File: src/wsp_pkg.sv
// ============================================================================
// wsp_pkg: shared types and constants for the screen projection block
// Field widths, register codes, reset values and the multiplier tag type.
// ============================================================================
package wsp_pkg;

    // Item field widths
    localparam int DATA_W    = 32;
    localparam int IDX_W     = 4;
    localparam int PIX_W     = 16;
    localparam int MAT_DEPTH = 16;

    // Configuration port
    localparam int CFG_W     = 14;
    localparam int CFG_IDX_W = 1;
    localparam logic [CFG_IDX_W-1:0] CFG_SCREEN_WIDTH  = 1'b0;
    localparam logic [CFG_IDX_W-1:0] CFG_SCREEN_HEIGHT = 1'b1;
    localparam logic [CFG_W-1:0]     SCR_W_RST = 14'd1920;
    localparam logic [CFG_W-1:0]     SCR_H_RST = 14'd1080;

    // Request modes
    localparam logic MODE_LOAD    = 1'b0;
    localparam logic MODE_PROJECT = 1'b1;

    // Fixed-point format
    localparam int FRAC_BITS_DEF = 16;
    localparam int NDC_INT_BITS  = 16;

    // Shared multiplier operand width (32-bit signed plus one guard bit)
    localparam int MUL_W = DATA_W + 1;

    // Tag that travels with each product to pick its accumulator
    typedef struct packed {
        logic       scale;  // 0: clip row sum, 1: viewport scaling
        logic [1:0] sel;    // clip: matrix row; scale: {lane, high half}
    } t_mul_tag;

endpackage

File: src/wsp_mul.sv
// ============================================================================
// wsp_mul: shared signed multiplier
// One 33x33 signed product per cycle, registered together with its tag.
// ============================================================================
module wsp_mul (
    input  logic                                i_clk,
    input  logic                                i_rst_n,
    input  logic                                i_valid,
    input  wsp_pkg::t_mul_tag                   i_tag,
    input  logic signed [wsp_pkg::MUL_W-1:0]    i_a,
    input  logic signed [wsp_pkg::MUL_W-1:0]    i_b,
    output logic                                o_valid,
    output wsp_pkg::t_mul_tag                   o_tag,
    output logic signed [2*wsp_pkg::MUL_W-1:0]  o_prod
);

    logic                                r_valid;
    wsp_pkg::t_mul_tag                   r_tag;
    logic signed [2*wsp_pkg::MUL_W-1:0]  r_prod;

    // Track which cycles carry a product
    always_ff @(posedge i_clk) begin
        if (!i_rst_n) begin
            r_valid <= 1'b0;
        end else begin
            r_valid <= i_valid;
        end
    end

    // Register product and tag
    always_ff @(posedge i_clk) begin
        r_tag  <= i_tag;
        r_prod <= i_a * i_b;
    end

    assign o_valid = r_valid;
    assign o_tag   = r_tag;
    assign o_prod  = r_prod;

endmodule

File: config.mk
export PLATFORM = sky130hd
export DESIGN_NAME = wsp_mul
export DESIGN_NICKNAME = d
export VERILOG_FILES = /design/src/wsp_pkg.sv /design/src/wsp_mul.sv
export SDC_FILE = /design/constraint.sdc
export NUM_CORES = 2
export LEC_CHECK = 0
export BUFFER_PORTS_ARGS = -buffer_cell sky130_fd_sc_hd__buf_4
export CORE_MARGIN = 2
export CORE_UTILIZATION = 60
export CTS_CLUSTER_DIAMETER = 30
export CTS_CLUSTER_SIZE = 20
export DETAILED_ROUTE_END_ITERATION = 7
export GPL_TIMING_DRIVEN = 0
export PLACE_DENSITY_LB_ADDON = 0.3
export SLEW_MARGIN = 20
export SYNTH_ARGS = -nofsm -noshare
export SYNTH_HDL_FRONTEND = slang
export SYNTH_SLANG_ARGS = --single-unit
export TNS_END_PERCENT = 50
File: constraint.sdc
create_clock -name i_clk -period 12 [get_ports i_clk]
set_clock_uncertainty 0.2 [all_clocks]
set_input_delay 2.4 -clock i_clk [delete_from_list [all_inputs] [get_ports i_clk]]
set_output_delay 2.4 -clock i_clk [all_outputs]
set_load 0.02 [all_outputs]
# After elaboration in Yosys (flattened, before gate mapping)
# Index checks and enable logic that the tools add are counted.
# op_classes
mul	1
# op_table
operator	count
$mul 33x33->66	1
# totals
register_bits	70
output_inout_bits	70

# Depth between registers and ports, before layout
# depth
ltp_word	1
ltp_mapped	29

# Least setup slack after synthesis
# No wires, ideal clock.
# synth_timing
path_kind	input port to flip-flop
start	input i_a[32] (netlist bit)
end	register r_prod (netlist bit o_prod[65])
setup_time_ps	72
path_stages	22
path_slack_ps	2179
arrival_time_ps	9549
required_ps	11728
path_cell_list	clkbuf_1 > nand2_1 > inv_1 > fa_1 > fa_1 > fa_1 > fa_1 > fa_1 > fa_1 > fa_1 > inv_1 > fa_1 > inv_1 > ha_1 > clkbuf_1 > a21o_1 > a21o_1 > a221o_1 > a31oi_2 > o211ai_1 > o41ai_2 > xnor2_1
# synth_via
elab_chain_len	1
# synth_lines
item	line	rtl
start, declared	wsp_mul.sv:10	input logic signed [wsp_pkg::MUL_W-1:0] i_a,
$mul 33x33->66	wsp_mul.sv:33	r_prod <= i_a * i_b;
end signal, assigned	wsp_mul.sv:33	
end, declared	wsp_mul.sv:19	logic signed [2*wsp_pkg::MUL_W-1:0] r_prod;
# No other way between the ends.
# A chain may end at the register's enable or synchronous reset.

# Final worst setup path
# layout_timing
start	input i_b[9] (netlist bit)
end	register r_prod (netlist bit o_prod[65])
# layout_via
elab_chain_len	1
# layout_lines
item	line	rtl
start, declared	wsp_mul.sv:11	input logic signed [wsp_pkg::MUL_W-1:0] i_b,
$mul 33x33->66	wsp_mul.sv:33	
# No other way between the ends.

==> reports/metrics.yaml <==
drive_gt1_share_pct: 4.099
crit_path_start_kind: "input port"
synth_fp_nets: 5741
n_fill_cell: 5648
final_cells: 5341
overflow: 0
drv_cap: 0
final-max-slew-violation-count: 0
worstHoldStart: "i_tag[1]"
syn2layout_area_growth_pct: 6.068
io_buffers: 141
die_w_um: 263.7
synth_ff_type: "dfxtp_1"
first_pass_iters: 6
cts_htree_levels: 3
num_io_pins: 142
grt_pass1_vias: 32776
vias: 30641
critPathMostFrequentCell: "fa_1"
critPathRequiredTime_ns: 12.08
post-synth-top-area-fraction_pct: 56.66
whs_ns: 1.906
hold_buffers: 0
die_h_um: 263.7
routed_via_density: 5.737
core_area_um2: 66920
postSynthAreaPerCell_um2: 9.392
hp-class: "input port to flop"
min_period_ns: 11.03
postCtsSetupRepairBufs: 0
worst_slack_ns: 0.9746
cts_tree: "yes"
drc_errors: 0
max_stage_delay_ns: 0.87
cts_resized: 0
rsz0062_at_grt: "false"
cts_buffers: 9
die_area_um2: 69510
fin_setup_tns_ns: 0
rows: 95
status: "completed"
crit_arrival_ns: 11.11
detail_route.wl_per_cell_um: 25.37
synthTopCellsByArea: "fa_1 (57%), inv_1 (11%), and2_1 (8.7%), ha_1 (6.7%), nand2_1 (5.0%)"
synth_cells: 4307
critPathSlowestCell: "fa_1"
netlist_top_cells_count: "fa_1 (1145), inv_1 (1133), and2_1 (563)"
synth-seq-cells: 70
critPathMaxFanout: 10
grt_use_total_pct: 41.10
ys_seq_area_share_pct: 3.464
drt-total-wl_um: 135500
post-synth-top-count-cell: "fa_1"
gp_congestion: 1.100
post-place-ws_ns: 0.4825
clkSinkCount: 70
synth_area_um2: 40450
cp-startpoint: "i_b[9]"
relSlewSlack_pct: 21.87
finalCritPeriodShare_pct: 91.88
ant_nets: 0
initial_core_util_pct: 60.45
yosys.area.top_type: "fa_1"
clkTransAtPathRegs_ns: 0.07
dr.first_iter.drc_count: 2881
grt_max_degree: 27
grt_first_pass_wirelength_um: 206300
antenna_found_initial: 10
synth_edf_count: 0
endpoint_kind: "flop"
hold_viol: 0
clock_path_buffers: 2
critPathBufInv: 7
tightest_slew_ns: 1.172
final_nets: 5893
hpwl_um: 119500
crit_type: "input port to flop"
ys_warn_count: 0
synth.distinct_cells: 61
path_delay_family: "adder cells"
fmax_mhz: 90.70
setup_viol: 0
post-place-cells: 5321
cts_root_buf: "clkbuf_16"
async_reset_ff_share_pct: 0
## registers in the layout, indices dropped and copies added, names as in the netlist
name     count
o_tag        3
o_prod      66
o_valid      1
## cell families after synthesis
logic type,share of synthesized area [%]
buffers and inverters,12.58
xor gates and xnor gates,1.624
and+or+nand+nor,15.36
AOI/OAI and AO/OA,3.591
DFF,3.464
adders and majority gates,63.38
## per-stage QoR
step	util, %	cell area [um^2]
after global placement	63.66	42600
after floorplan	-	40450
after detailed placement	63.66	42600
final	64.12	42910
after global routing	64.11	42900
after CTS	64.09	42890
## layout make-up
cell class,count,area [um^2],area share (%)
Timing Repair Buffer,141,1059,2.467
Tap cell,873,1092,2.546
Inverter,1133,4253,9.912
Multi-Input combinational cell,2883,33970,79.16
Buffer,221,837.1,1.951
Clock inverter,7,63.81,0.1487
Antenna cell,4,10.01,0.02333
Clock buffer,9,225.2,0.5249
Sequential cell,70,1401,3.266
## cell usage in the layout (no fill, tap or decap), drive strengths merged, types with 3 or more instances in the layout
master / instances
xor2: 20
ha: 217
o21ai: 43
xnor2: 55
or2: 5
and4: 7
nand2: 543
o21bai: 8
fa: 1145
a21o: 28
nand4: 9
and2: 564
a31oi: 10
a21oi: 73
o22ai: 3
inv: 1137
nor3: 8
clkbuf: 229
nand3: 18
o21a: 7
a221o: 3
diode: 4
nor4: 5
nand2b: 9
and3: 7
o211ai: 7
nor2b: 3
dfxtp: 70
nor2: 47
buf: 142
a211oi: 9
o21ba: 3
a2111oi: 3
## routing by layer
metal | up-vias | track usage [%] | wire (um) | share of wire, %
met5 | - | 0 | 84 | 0.062
met4 | 14 | 26.87 | 11280 | 8.3
met3 | 521 | 11.78 | 16810 | 12
met2 | 1897 | 60.99 | 59010 | 44
met1 | 15683 | 53.16 | 48330 | 36
li1 | 12526 | - | - | -
## final timing paths
check                  to  cells after the start  slack, ns
max    o_prod[65]$_DFF_P_                     25       0.97
min      o_tag[1]$_DFF_P_                      1       1.91
Power is left out: the tool's default activity adds up to more than one toggle a clock period on the data nets, which glitch-free logic cannot reach.
