**src/wsp_pkg.sv**
```systemverilog
// ============================================================================
// wsp_pkg: shared types and constants for the screen projection block
// Field widths, register codes, reset values and the multiplier tag type.
// ============================================================================
package wsp_pkg;

    // Item field widths
    localparam int DATA_W    = 32;
    localparam int IDX_W     = 4;
    localparam int PIX_W     = 16;
    localparam int MAT_DEPTH = 16;

    // Configuration port
    localparam int CFG_W     = 14;
    localparam int CFG_IDX_W = 1;
    localparam logic [CFG_IDX_W-1:0] CFG_SCREEN_WIDTH  = 1'b0;
    localparam logic [CFG_IDX_W-1:0] CFG_SCREEN_HEIGHT = 1'b1;
    localparam logic [CFG_W-1:0]     SCR_W_RST = 14'd1920;
    localparam logic [CFG_W-1:0]     SCR_H_RST = 14'd1080;

    // Request modes
    localparam logic MODE_LOAD    = 1'b0;
    localparam logic MODE_PROJECT = 1'b1;

    // Fixed-point format
    localparam int FRAC_BITS_DEF = 16;
    localparam int NDC_INT_BITS  = 16;

    // Shared multiplier operand width (32-bit signed plus one guard bit)
    localparam int MUL_W = DATA_W + 1;

    // Tag that travels with each product to pick its accumulator
    typedef struct packed {
        logic       scale;  // 0: clip row sum, 1: viewport scaling
        logic [1:0] sel;    // clip: matrix row; scale: {lane, high half}
    } t_mul_tag;

endpackage

```
**src/wsp_div.sv**
```systemverilog
// ============================================================================
// wsp_div: two-lane restoring divider for the normalized coordinates
// Both lanes share one divisor and retire one quotient bit per cycle.
// ============================================================================
module wsp_div #(
    parameter int FRAC_BITS = wsp_pkg::FRAC_BITS_DEF,
    parameter int NUM_W     = 2 * wsp_pkg::DATA_W + 2 - FRAC_BITS
) (
    input  logic                                                 i_clk,
    input  logic                                                 i_rst_n,
    input  logic                                                 i_start,
    input  logic [NUM_W-1:0]                                     i_num [2],
    input  logic [NUM_W-2:0]                                     i_den,
    output logic                                                 o_done,
    output logic [wsp_pkg::NDC_INT_BITS+FRAC_BITS:0]             o_quo [2]
);

    localparam int K     = wsp_pkg::NDC_INT_BITS + FRAC_BITS;
    localparam int CNT_W = $clog2(K + 1);
    localparam int REM_W = NUM_W - 1;
    localparam int SH_W  = wsp_pkg::NDC_INT_BITS;

    logic             r_busy;
    logic             r_done;
    logic [CNT_W-1:0] r_cnt;
    logic [REM_W-1:0] r_den;
    logic [REM_W-1:0] r_rem   [2];
    logic [SH_W-1:0]  r_sh    [2];
    logic [K-1:0]     r_q     [2];
    logic             r_clamp [2];

    logic [NUM_W-1:0] w_trial [2];
    logic             w_ge    [2];

    // Trial subtract per lane: shift in the next dividend bit, compare
    always_comb begin
        for (int l = 0; l < 2; l++) begin
            w_trial[l] = {r_rem[l], r_sh[l][SH_W-1]};
            w_ge[l]    = w_trial[l] >= {1'b0, r_den};
        end
    end

    // Sequence the K quotient steps
    always_ff @(posedge i_clk) begin
        if (!i_rst_n) begin
            r_busy <= 1'b0;
            r_done <= 1'b0;
            r_cnt  <= '0;
        end else begin
            r_done <= 1'b0;
            if (i_start) begin
                r_busy <= 1'b1;
                r_cnt  <= CNT_W'(K);
            end else if (r_busy) begin
                r_cnt <= r_cnt - 1'b1;
                if (r_cnt == CNT_W'(1)) begin
                    r_busy <= 1'b0;
                    r_done <= 1'b1;
                end
            end
        end
    end

    // Load operands, then restore or keep the partial remainder
    always_ff @(posedge i_clk) begin
        if (i_start) begin
            r_den <= i_den;
            for (int l = 0; l < 2; l++) begin
                // Integer part of 65536 or more clamps the lane
                r_clamp[l] <= (i_num[l] >> SH_W) >= NUM_W'(i_den);
                r_rem[l]   <= REM_W'(i_num[l] >> SH_W);
                r_sh[l]    <= i_num[l][SH_W-1:0];
                r_q[l]     <= '0;
            end
        end else if (r_busy) begin
            for (int l = 0; l < 2; l++) begin
                r_rem[l] <= w_ge[l] ? REM_W'(w_trial[l] - {1'b0, r_den})
                                    : REM_W'(w_trial[l]);
                r_sh[l]  <= {r_sh[l][SH_W-2:0], 1'b0};
                r_q[l]   <= {r_q[l][K-2:0], w_ge[l]};
            end
        end
    end

    always_comb begin
        for (int l = 0; l < 2; l++) begin
            o_quo[l] = r_clamp[l] ? {1'b1, K'(0)} : {1'b0, r_q[l]};
        end
    end

    assign o_done = r_done;

endmodule

```
**config.mk**
```make
export PLATFORM = sky130hd
export DESIGN_NAME = wsp_div
export DESIGN_NICKNAME = d
export VERILOG_FILES = /design/src/wsp_pkg.sv /design/src/wsp_div.sv
export SDC_FILE = /design/constraint.sdc
export NUM_CORES = 1
export LEC_CHECK = 0
export BUFFER_PORTS_ARGS = -buffer_cell sky130_fd_sc_hd__buf_4
export CORE_MARGIN = 3
export CORE_UTILIZATION = 50
export DETAILED_ROUTE_END_ITERATION = 8
export PLACE_DENSITY = 0.7
export REMOVE_ABC_BUFFERS = 1
export SYNTH_ARGS = -nofsm -noshare
export SYNTH_HDL_FRONTEND = slang
export SYNTH_SLANG_ARGS = --single-unit
```
**constraint.sdc**
```tcl
create_clock -name i_clk -period 3.93 [get_ports i_clk]
set_clock_uncertainty 0.15 [all_clocks]
set_input_delay 0.1965 -clock i_clk [delete_from_list [all_inputs] [get_ports i_clk]]
set_output_delay 0.1965 -clock i_clk [all_outputs]
set_load 0.005 [all_outputs]
```
* Word level (Yosys, flattened, before mapping)
Memories as Yosys holds them, arrays and structs flattened. Cells that the tools add are included.
Word-level totals: bits in registers 57, RAM bits 196, output and inout bits 67, logic and storage cells 49, memories kept 4
Memories:
- r_rem | words 2, width 49, read ports 2, clocked after Yosys merged registers in 0, write ports 2, RTL line wsp_div.sv:27 | logic [REM_W-1:0] r_rem [2];
- r_q | words 2, width 32, read ports 2, clocked after Yosys merged registers in 0, write ports 2, RTL line wsp_div.sv:29 | logic [K-1:0] r_q [2];
- r_sh | words 2, width 16, read ports 2, clocked after Yosys merged registers in 0, write ports 2, RTL line wsp_div.sv:28 | logic [SH_W-1:0] r_sh [2];
- r_clamp | words 2, width 1, read ports 2, clocked after Yosys merged registers in 0, write ports 2, RTL line wsp_div.sv:30 | logic r_clamp [2];
Operators by class: $add $sub $neg 3, magnitude comparators 4, eq/ne operators 1, muxes and demuxes 21, bitwise logic cells 8, reduce and logical (&&, ||, !) cells 3
Operators by type and width (number):
- $mux W49 | 4
- $ge A50 B49 Y1 | 2
- $ge A34 B49 Y1 | 2
- $sub A49 B49 Y49 | 2
- $mux W33 | 2
- $mux W32 | 2
- $mux W16 | 2
- $mux W6 | 2
- $mux W1 | 9
- $eq A6 B1 Y1 const B | 1
- $or A1 B1 Y1 | 6
- $sub A6 B1 Y6 const B | 1
- $reduce_or A3 Y1 | 1
- $not A1 Y1 | 2
- $reduce_bool A2 Y1 | 1
- $reduce_or A2 Y1 | 1

* Logic depth before layout (Yosys ltp)
Gate-level depths: netlist (run 1).
word-level depth 4, depth in mapped cells 16

* Worst setup path after synthesis (run 1)
OpenSTA, ideal clock, no wires.
path kind register to register, from register r_busy, to memory r_q[0][0] (netlist bit) (enable), library setup time 0.473 ns, arrival time 2.918 ns, data required time 3.307 ns, slack 0.388 ns, stages on the path, launching flop included 3, clock period less this slack 3.542 ns, cells stage by stage dfxtp_1 -> clkbuf_1 -> or2_2
RTL lines:
- start, declared | RTL line wsp_div.sv:23 | logic r_busy;
- start signal, assigned | RTL line wsp_div.sv:46 | r_busy <= 1'b0;
- start signal, assigned | RTL line wsp_div.sv:52 | r_busy <= 1'b1;
- start signal, assigned | RTL line wsp_div.sv:57 | r_busy <= 1'b0;
- end, declared | RTL line wsp_div.sv:29

==> results of run 1 <==
-- power breakdown --
group | switching (µW) | internal [µW] | total, µW
clock | 1170 | 1570 | 2740
combinational | 1800 | 1410 | 3210
sequential | 129 | 3250 | 3380
total | 3100 | 6240 | 9340
-- how the worst min path moves through the flow --
stage | cells after the start | to | slack [ns]
final | 2 | r_den[18]$_DFFE_PP_ | 0.21
after global routing | 2 | r_den[6]$_DFFE_PP_ | 0.19
after CTS | 2 | r_den[7]$_DFFE_PP_ | 0.17
after detailed placement | 1 | r_den[23]$_DFFE_PP_ | 0.24
after global placement | 1 | r_den[37]$_DFFE_PP_ | 0.23
after floorplan | 0 | r_den[0]$_DFFE_PP_ | 0.15
-- per-stage QoR --
step                      instance area [µm²]  power [µW]
after global routing                    23200        9800
after CTS                               23000        9290
after floorplan                         17800        5450
after detailed placement                20600        6400
after global placement                  20600        6360
final                                   23200        9340
-- registers in the layout, summed over array words and instances, names as in the netlist --
register,count
o_done,1
r_busy,1
r_clamp,2
r_cnt,6
r_den,49
r_q,64
r_rem,98
r_sh,32
-- cells by family (layout without fill, tap and decap cells) --
kind of cell,Yosys count,count (layout)
AND/OR/NAND/NOR,639,639
AO/OA/AOI/OAI,488,488
flip-flops,253,253
buffers and inverters,205,608
adder cells (fa/ha/maj),170,170
XOR/XNOR,87,87
multiplexers,72,72
-- cell usage in the layout, fill, tap and decap left out, types with 15 or more instances in the layout --
| master | n |
|---|---|
| sky130_fd_sc_hd__o21ai_1 | 42 |
| sky130_fd_sc_hd__and2_1 | 72 |
| sky130_fd_sc_hd__nor2_1 | 89 |
| sky130_fd_sc_hd__o21a_1 | 17 |
| sky130_fd_sc_hd__clkbuf_16 | 31 |
| sky130_fd_sc_hd__nand3_1 | 21 |
| sky130_fd_sc_hd__buf_4 | 275 |
| sky130_fd_sc_hd__edfxtp_1 | 245 |
| sky130_fd_sc_hd__mux2i_1 | 72 |
| sky130_fd_sc_hd__nor3_1 | 21 |
| sky130_fd_sc_hd__dlygate4sd3_1 | 151 |
| sky130_fd_sc_hd__nand4_1 | 41 |
| sky130_fd_sc_hd__xnor2_1 | 57 |
| sky130_fd_sc_hd__nor2b_1 | 82 |
| sky130_fd_sc_hd__ha_1 | 168 |
| sky130_fd_sc_hd__o21bai_1 | 15 |
| sky130_fd_sc_hd__xor2_1 | 30 |
| sky130_fd_sc_hd__a31oi_1 | 18 |
| sky130_fd_sc_hd__a21o_1 | 69 |
| sky130_fd_sc_hd__inv_1 | 117 |
| sky130_fd_sc_hd__nand2_1 | 255 |
| sky130_fd_sc_hd__a21oi_1 | 136 |
| sky130_fd_sc_hd__o21ai_0 | 93 |
-- critical path: cells and delay by family, from the launching register on --
kind,cells,cell delay (ns)
buf+inv,2,0.14
simple gates,1,0.23
fa+ha+maj,2,0.58
compound gates,8,1.98
xor+xnor,1,0.14
flops,1,0.39
-- final cells by class --
cell class / instances / area, µm² / area share [%]
clock inverter: 19 / 156 / 0.676
sequential: 253 / 7520 / 32.5
tap: 461 / 577 / 2.49
multi-input combinational: 1456 / 9890 / 42.7
timing repair buffer: 436 / 3780 / 16.3
inverter: 117 / 439 / 1.90
clock buffer: 36 / 795 / 3.43
-- metal layers --
layer,vias up,GRT usage [%],share of wire (%),routed length [µm]
met5,-,0,0,0
met4,0,7.68,3.0,1670
met3,85,4.29,7.3,4030
met2,684,45.0,45,24900
met1,7577,38.3,44,24500
li1,7677,-,-,-
-- what timing repair did --
item,CTS,global route
hold endpoints to repair,182,0
endpoints found under the setup margin,29,98
resized for setup,1,5
pin swaps,1,9
setup buffers,2,8
hold buffers,151,0
==> results.md, run 1 <==
Yosys:
- The simple-gate portion of the synthesized area is 17.1%.
- By area, the combinational part of the netlist is dominated by simple AND/OR/NAND/NOR gates.
- The commonest register cell after synthesis is sky130_fd_sc_hd__edfxtp_1.
- The dominant cell by count in the synthesized netlist is sky130_fd_sc_hd__nand2_1.
- Summed over its instances, the top area cell type makes up 40.4% of the synthesized netlist area.
- Ranked by instance count, the synthesized netlist is headed by sky130_fd_sc_hd__nand2_1, sky130_fd_sc_hd__edfxtp_1, sky130_fd_sc_hd__ha_1, sky130_fd_sc_hd__a21oi_1, sky130_fd_sc_hd__inv_1.
- The flop and latch count out of synthesis is 253.
- The mux cell area share after synthesis is 3.96%.
- In this run, distinct cell masters in the synthesized netlist total 78.
- The number of warnings reported in the yosys synthesis log is 0.
- The register area share after synthesis is 41.3%.
- Of all flip-flops after synthesis, the portion carrying an async set or reset was 0%.
- Averaged over all synthesized cells, the footprint is 9.51 µm².
- The share of the synthesized area in compound gates (AO/OA/AOI/OAI) is 17.0%.
- The cell area that synthesis handed to floorplanning was 18,200 µm².
- The number of flops mapped to enable cells by yosys is 245.
- Of the total synthesized cell area, the portion taken by XOR and XNOR cells is 4.18%.
- Synthesis handed over a netlist of 1,914 instances.
- Of the total synthesized cell area, the portion taken by full adders, half adders and majority gates is 11.8%.
- The top cell type by total area after synthesis is sky130_fd_sc_hd__edfxtp_1.
- By area the synthesized netlist is led by sky130_fd_sc_hd__edfxtp_1, sky130_fd_sc_hd__ha_1, sky130_fd_sc_hd__nand2_1.

Pwr:
- Dividing total power by cell area gives a power density of 403 nW/µm².
- The peak supply drop is 0.364 mV.
- The leakage component of the power is 0.0104 µW.

Timing:
- The worst path uses 97.3% of the clock period.
- The actual slew at the worst max-slew pin is 0.997 ns.
- The total count of max-transition violations in the final report is 0.
- Setup violations remaining at the end of the flow were counted as 0.
- The final hold violation count is 0.
- The smallest hold slack is 0.212 ns.
- The relative max-transition margin is 33.5%.
- The routed design could run at a clock period as short as 3.82 ns.
- The setup slack of the critical path after layout is 0.107 ns.
- The final sum of negative setup slack is 0 ns.
- The timing-limited maximum frequency is 0.262 GHz.

Detailed routing:
- The number of violations reported at the end of detailed-routing iteration 0 is 1,208.
- The number of vias per cell after detailed routing is 5.77.
- Summed over all layers, the routed wires come to 55.1 mm.
- The final routed DRC violation total is 0.
- The per-cell routed wire length is 19.8 µm.
- The first TritonRoute pass finished after 7 iterations.
- In this run the remaining antenna-violating nets after routing total 0.
- Summing over every cut layer, the via total after detailed routing is 16,000.

Global routing:
- The via count of the first global-routing pass is 15,700.
- In the global route stage, overall resource usage came out at 27.5%.
- After global routing the overflow that remains totals 0.
- The global-route wire length before repair is 85.6 mm.
- The initial antenna violation count is 1.
- Entering global routing, the biggest net connects 68 pins.

Placement:
- The pre-CTS setup slack is -0.0554 ns.
- Summed over all nets, the half-perimeter wirelength after detailed placement is 40.4 mm.
- The number of I/O port buffers is 218.
- At the end of routability-driven placement, the weighted congestion stood at 0.982.
- The number of cells after detailed placement is 2,562.

Worst setup path:
- In this run the register-to-register setup slack is 0.11 ns.
- The delay of the slowest cell on the worst path is 0.40 ns.
- In this run the critical register-to-register path is launched from r_sh[0][31]$_DFFE_PP_.
- The destination of the critical timing path is r_rem[0][95]$_SDFFCE_PN0P_.
- At the worst endpoint, the required time is 4.13 ns.
- The critical path launch point is r_sh[0][31]$_DFFE_PP_.
- The critical path goes through inv_1, ha_1, inv_1, fa_2, a211oi_2, o21ai_0, o211ai_1, nand3_2, a31oi_4, a41oi_2, a31oi_1, o21ai_0, xnor2_1, a211oi_1.
- The endpoint arrival time on the critical path is 4.02 ns.
- The cell depth of the worst flop-to-flop path is 14.
- The worst-path maximum fanout is 3.
- The kind of start point of the critical path is a flop.
- The endpoint identified for the worst register-to-register timing path is r_rem[0][95]$_SDFFCE_PN0P_.
- The critical path is of the flop to flop type.
- STA classifies the critical path endpoint as a flop.
- The cell at the slowest stage of the critical path is sky130_fd_sc_hd__fa_2.

Status:
- The flow ran to the end, and the final reports show no timing, DRC or antenna violations.

Clock network:
- The CTS tree is yes.
- At the later pin of the worst-skew pair, clock insertion delay measures 0.57 ns.
- In this run the number of H-tree levels came out at 1.
- Clock tree synthesis selected as its root buffer the cell sky130_fd_sc_hd__clkbuf_16.
- The number of buffers created by CTS is 31.
- The post-CTS clock slew at the launch and capture registers of the worst setup and hold paths is 0.06 ns.
- The CTS sink count is 253.
- No sink is reached through more buffers than the 3 on the longest clock path.

Floorplanning:
- The die area is 38,700 µm².
- The initial core utilization is 50.9%.
- The die outline height is 197 µm.
- The die width is 197 µm.
- The core area is 35,700 µm².
- The I/O pin total is 219.
- The number of placement rows is 69.

Cells and area:
- The number of antenna diodes in the final layout is 0.
- The area growth from synthesis to final layout is 27.2%.
- Of the cells placed in the final design, the portion with a size suffix greater than 1 is 15.6%.
- The number of cells in the finished layout apart from fillers is 2,778.
- Measured on the finished design, the core utilization comes to 64.8%.
- The number of filler cells placed in the layout is 2,888.
- After the last flow step, the layout net total stands at 2,617.

Hold path:
- In this run the most critical hold path is launched from i_den[18].
- The tightest min-delay check is of the primary input to flop type.

Run:
- The tool flagged a number of max-cap violations equal to 0.
No activity file was read; power rests on OpenSTA's default activity.
==> run 2: changes to the inputs <==
--- a/config.mk
+++ b/config.mk
@@ -5,12 +5,15 @@
 export SDC_FILE = /design/constraint.sdc
 export NUM_CORES = 1
 export LEC_CHECK = 0
+export ABC_AREA = 1
 export BUFFER_PORTS_ARGS = -buffer_cell sky130_fd_sc_hd__buf_4
 export CORE_MARGIN = 3
 export CORE_UTILIZATION = 50
 export DETAILED_ROUTE_END_ITERATION = 8
-export PLACE_DENSITY = 0.7
+export PLACE_DENSITY = 0.69
 export REMOVE_ABC_BUFFERS = 1
+export SETUP_SLACK_MARGIN = 0.15
 export SYNTH_ARGS = -nofsm -noshare
 export SYNTH_HDL_FRONTEND = slang
 export SYNTH_SLANG_ARGS = --single-unit
+export TNS_END_PERCENT = 20
==> run 2 against run 1 <==
Sequential share of layout area fell by 3.6 points. Cell count rose by 47%. Sequential power barely moved. Synthesized area rose by 17%. Largest power group is now combinational logic. Combinational power rose by 15%. Clock power fell by 1%. Largest cell class unchanged. Setup slack improved by 0.30 ns. Maximum frequency rose by 8.4%. Highest routed layer unchanged. Routed wire length rose by 40%. Critical endpoint is now r_rem[0][94]$_SDFFCE_PN0P_.
==> results.md, run 2 <==
Timing:
- The final hold violation count is 0 (unchanged).
- The final count of negative-setup-slack endpoints was 0 (unchanged).
- The smallest hold slack is 0.185 ns (was 0.212 ns).
- The relative max-transition margin is 7.85% (was 33.5%).
- The shortest clock period the worst path allows after layout is 3.53 ns (was 3.82 ns).
- The setup slack of the critical path after layout was 0.402 ns (was 0.107 ns).
- The fraction of the cycle the final worst path needs is 89.8% (was 97.3%).
- The timing-limited maximum frequency is 0.283 GHz (was 0.262 GHz).
- Setup repair after global routing left no endpoint under its margin.
- The actual slew at the worst max-slew pin is 1.37 ns (was 0.997 ns).
- The total count of max-transition violations in the final report is 0 (unchanged).

Clock network:
- The master cell of the clock root buffer is sky130_fd_sc_hd__clkbuf_16 (unchanged).
- The post-CTS resize count is 0 (was 1).
- The number of buffers on the longest clock path was 3 (unchanged).
- The CTS sink count was 253 (unchanged).
- The number of buffers created by CTS is 29 (was 31).
- The number of hold buffers added after cts came to 152 (was 151).
- The clock insertion delay at the later pin of the skew report is 0.60 ns (was 0.57 ns).
- The CTS tree is yes (unchanged).
- The number of setup buffers added after CTS was 0 (was 2).
- The number of H-tree levels is 1 (unchanged).
- The post-CTS clock slew at the launch and capture registers of the worst setup and hold paths came to 0.06 ns (about the same).

Detailed routing:
- The number of detailed-routing iterations run before antenna repair is 6 (was 7).
- The routed wire length came to 77.3 mm (was 55.1 mm).
- The remaining number of nets flagged by the antenna check after routing was 0 (unchanged).
- The final routed DRC violation total was 0 (unchanged).
- The number of vias per cell after detailed routing is 5.37 (was 5.77).
- The total number of vias is 21,900 (was 16,000).
- The number of violations reported at the end of detailed-routing iteration 0 is 2,142 (was 1,208).
- The per-cell routed wire length was 18.9 µm (was 19.8 µm).

Worst setup path:
- The kind of start point of the critical path is a flop (unchanged).
- The end of the worst register-to-register path is r_rem[0][94]$_SDFFCE_PN0P_ (was r_rem[0][95]$_SDFFCE_PN0P_).
- The required time of the worst setup path is 4.12 ns (was 4.13 ns).
- The category of the worst setup path capture point is a flop (unchanged).
- The startpoint of the lowest-slack register-to-register path is r_rem[0][55]$_DFFE_PP_ (was r_sh[0][31]$_DFFE_PP_).
- The destination of the critical timing path is r_rem[0][94]$_SDFFCE_PN0P_ (was r_rem[0][95]$_SDFFCE_PN0P_).
- The cell depth of the worst flop-to-flop path is 11 (was 14).
- The critical path launch point is r_rem[0][55]$_DFFE_PP_ (was r_sh[0][31]$_DFFE_PP_).
- The worst-path maximum fanout is 38 (was 3).
- The path type of the worst setup path was flop to flop (unchanged).
- The endpoint arrival time on the critical path came to 3.71 ns (was 4.02 ns).
- The slack of the worst reg-to-reg path is 0.40 ns (was 0.11 ns).

Cells and area:
- The final design utilization was 61.9% (was 64.8%).
- The area growth from synthesis to final layout is 21.9% (was 27.2%).
- The antenna diode count is 0 (unchanged).
- The total number of nets in the final design is 3,844 (was 2,617).
- The most flop-heavy register is r_rem (unchanged).
- Top library cells by usage in the layout, fill and taps aside: sky130_fd_sc_hd__nand2_1, sky130_fd_sc_hd__inv_1, sky130_fd_sc_hd__nor2_1 (was sky130_fd_sc_hd__buf_4, sky130_fd_sc_hd__nand2_1, sky130_fd_sc_hd__edfxtp_1).
- The flip-flop count of the largest register, all copies and words added is 98 (unchanged).
- The number of cells in the finished layout apart from fillers is 4,081 (was 2,778).
- Registers with the highest flip-flop counts: r_rem x98, r_q x64, r_den x49 (unchanged).
- The fraction of layout cells with a size suffix above 1 came to 8.89% (was 15.6%).
- The leading cell type in the layout, fill and taps excluded is sky130_fd_sc_hd__nand2_1 (was sky130_fd_sc_hd__buf_4).

Placement:
- The pre-CTS setup slack is 0.508 ns (was -0.0554 ns).
- The global placer's final weighted congestion came to 1.01 (was 0.982).
- The half-perimeter wire length after detailed placement is 59.2 mm (was 40.4 mm).
- The number of cells after detailed placement is 3,878 (was 2,562).
- The number of I/O port buffers was 218 (unchanged).

Pwr:
- The leakage component of the power is 0.0137 µW (was 0.0104 µW).
- The post-layout total power is 9770 µW (was 9340 µW).
- The power density of the placed cells is 376 nW/µm² (was 403 nW/µm²).
- The peak supply drop is 0.329 mV (was 0.364 mV).

Global routing:
- The via count of the first global-routing pass is 21,000 (was 15,700).
- The global route total overflow is 0 (unchanged).
- The initial antenna violation count is 0 (was 1).
- The total track usage is 33.5% (was 27.5%).
- The global-route wire length before repair came to 117 mm (was 85.6 mm).
- The largest net degree at the start of global routing was 134 (was 68).

Yosys:
- The area share of the leading cell type in the synthesized netlist is 34.5% (was 40.4%).
- The flop and latch count out of synthesis is 253 (unchanged).
- The number of warnings reported in the yosys synthesis log is 0 (unchanged).
- The dominant cell by count in the synthesized netlist is sky130_fd_sc_hd__nand2_1 (unchanged).
- The number of unique standard cell types used by synthesis is 42 (was 78).
- Ranking of synthesized cells by instance count: sky130_fd_sc_hd__nand2_1, sky130_fd_sc_hd__inv_1, sky130_fd_sc_hd__nor2_1, sky130_fd_sc_hd__edfxtp_1, sky130_fd_sc_hd__ha_1 (was sky130_fd_sc_hd__nand2_1, sky130_fd_sc_hd__edfxtp_1, sky130_fd_sc_hd__ha_1, sky130_fd_sc_hd__a21oi_1, sky130_fd_sc_hd__inv_1).
- The cell area after technology mapping is 21,300 µm² (was 18,200 µm²).
- The number of flops mapped to enable cells by yosys was 245 (unchanged).
- The commonest register cell after synthesis is sky130_fd_sc_hd__edfxtp_1 (unchanged).
- Most area-consuming cells after synthesis: sky130_fd_sc_hd__edfxtp_1, sky130_fd_sc_hd__nand2_1, sky130_fd_sc_hd__inv_1 (was sky130_fd_sc_hd__edfxtp_1, sky130_fd_sc_hd__ha_1, sky130_fd_sc_hd__nand2_1).
- The register area share after synthesis is 35.2% (was 41.3%).
- The fraction of registers with async set/reset came to 0% (unchanged).
- The gate count of the mapped netlist is 3,169 (was 1,914).
- The average instance area after synthesis is 6.74 µm² (was 9.51 µm²).
- The top cell type by total area after synthesis is sky130_fd_sc_hd__edfxtp_1 (unchanged).

Floorplanning:
- The core area was 42,000 µm² (was 35,700 µm²).
- The I/O pin total is 219 (unchanged).
- The die width came to 213 µm (was 197 µm).
- The number of placement rows is 75 (was 69).
- The die area is 45,200 µm² (was 38,700 µm²).
- The die outline height is 213 µm (was 197 µm).
- The initial core utilization came to 50.8% (was 50.9%).

Hold path:
- The type of the tightest min-delay check is primary input to flop (unchanged).

Status:
- Status: complete, no violations (unchanged).

Run:
- The max capacitance violation total is 0 (unchanged).
==> run 2: changes by cell type after synthesis, moves of 19 or more <==
cell                       delta
sky130_fd_sc_hd__nor2b_1     -83
sky130_fd_sc_hd__nand4_1     +54
sky130_fd_sc_hd__o21ai_0     -30
sky130_fd_sc_hd__xor2_1      -27
sky130_fd_sc_hd__nand3_1    +138
sky130_fd_sc_hd__and2_1      -68
sky130_fd_sc_hd__a21o_1      -69
sky130_fd_sc_hd__nand2_1    +818
sky130_fd_sc_hd__nand3b_1    +19
sky130_fd_sc_hd__inv_1      +482
sky130_fd_sc_hd__mux2i_1     -72
sky130_fd_sc_hd__nor2_1     +284
sky130_fd_sc_hd__o21ai_1     -34
==> run 2: layout make-up <==
type | instances | area, µm²
fillers | 3863 | 16000
multi-input cells | 2236 | 11200
flip-flops and latches | 253 | 7520
repair buffers | 389 | 3380
inverters | 613 | 2300
clock buffers | 37 | 776
well taps | 539 | 674
clock inverters | 14 | 133
==> run 2: logic make-up after synthesis <==
group,count (synthesis),synth area share (%)
xor gates and xnor gates,46,1.89
DFF,253,35.2
AOI/OAI and AO/OA,235,6.00
buffers and inverters,680,12.2
adders and majority gates,170,10.0
and+or+nand+nor,1785,34.7
==> run 2: how the worst min path moves through the flow <==
| stage | from | endpoint | slack (ns) | depth (start not counted) |
|---|---|---|---|---|
| detailed placement | i_den[4] | r_den[4]$_DFFE_PP_ | 0.24 | 1 |
| CTS | i_den[42] | r_den[42]$_DFFE_PP_ | 0.16 | 2 |
| floorplan | i_den[0] | r_den[0]$_DFFE_PP_ | 0.15 | 0 |
| global route | i_den[38] | r_den[38]$_DFFE_PP_ | 0.19 | 2 |
| finish | i_den[2] | r_den[2]$_DFFE_PP_ | 0.18 | 2 |
| global placement | i_den[19] | r_den[19]$_DFFE_PP_ | 0.24 | 1 |
==> run 2: per-layer routing <==
| metal | global-route usage [%] | routed length [µm] |
|---|---|---|
| met5 | 0 | 0 |
| met4 | 13.6 | 3600 |
| met3 | 5.99 | 6750 |
| met2 | 53.0 | 33800 |
| met1 | 45.6 | 33100 |
==> run 2: per-stage QoR <==
stage | TNS [ns] | instance area, µm²
after CTS | 0 | 26000
after detailed placement | 0 | 23600
after global placement | 0 | 23600
after floorplan | -922.54 | 21000
after global routing | 0 | 26000
final | 0 | 26000
==> run 2: power breakdown <==
part	switching (µW)	internal (µW)
clock network	1180	1520
logic	2410	1280
registers	127	3260
total	3720	6060
==> run 2: critical path, cell delays in order (launching register included) <==
cell	delay (ns)
sky130_fd_sc_hd__edfxtp_1	0.44
sky130_fd_sc_hd__ha_1	0.42
sky130_fd_sc_hd__nand2_1	0.14
sky130_fd_sc_hd__nor2_1	0.25
sky130_fd_sc_hd__nand4_1	0.27
sky130_fd_sc_hd__nor3_2	0.43
sky130_fd_sc_hd__nand3_2	0.19
sky130_fd_sc_hd__nand3_2	0.13
sky130_fd_sc_hd__buf_4	0.42
sky130_fd_sc_hd__inv_2	0.11
sky130_fd_sc_hd__nor2_1	0.21
sky130_fd_sc_hd__nor2_1	0.07
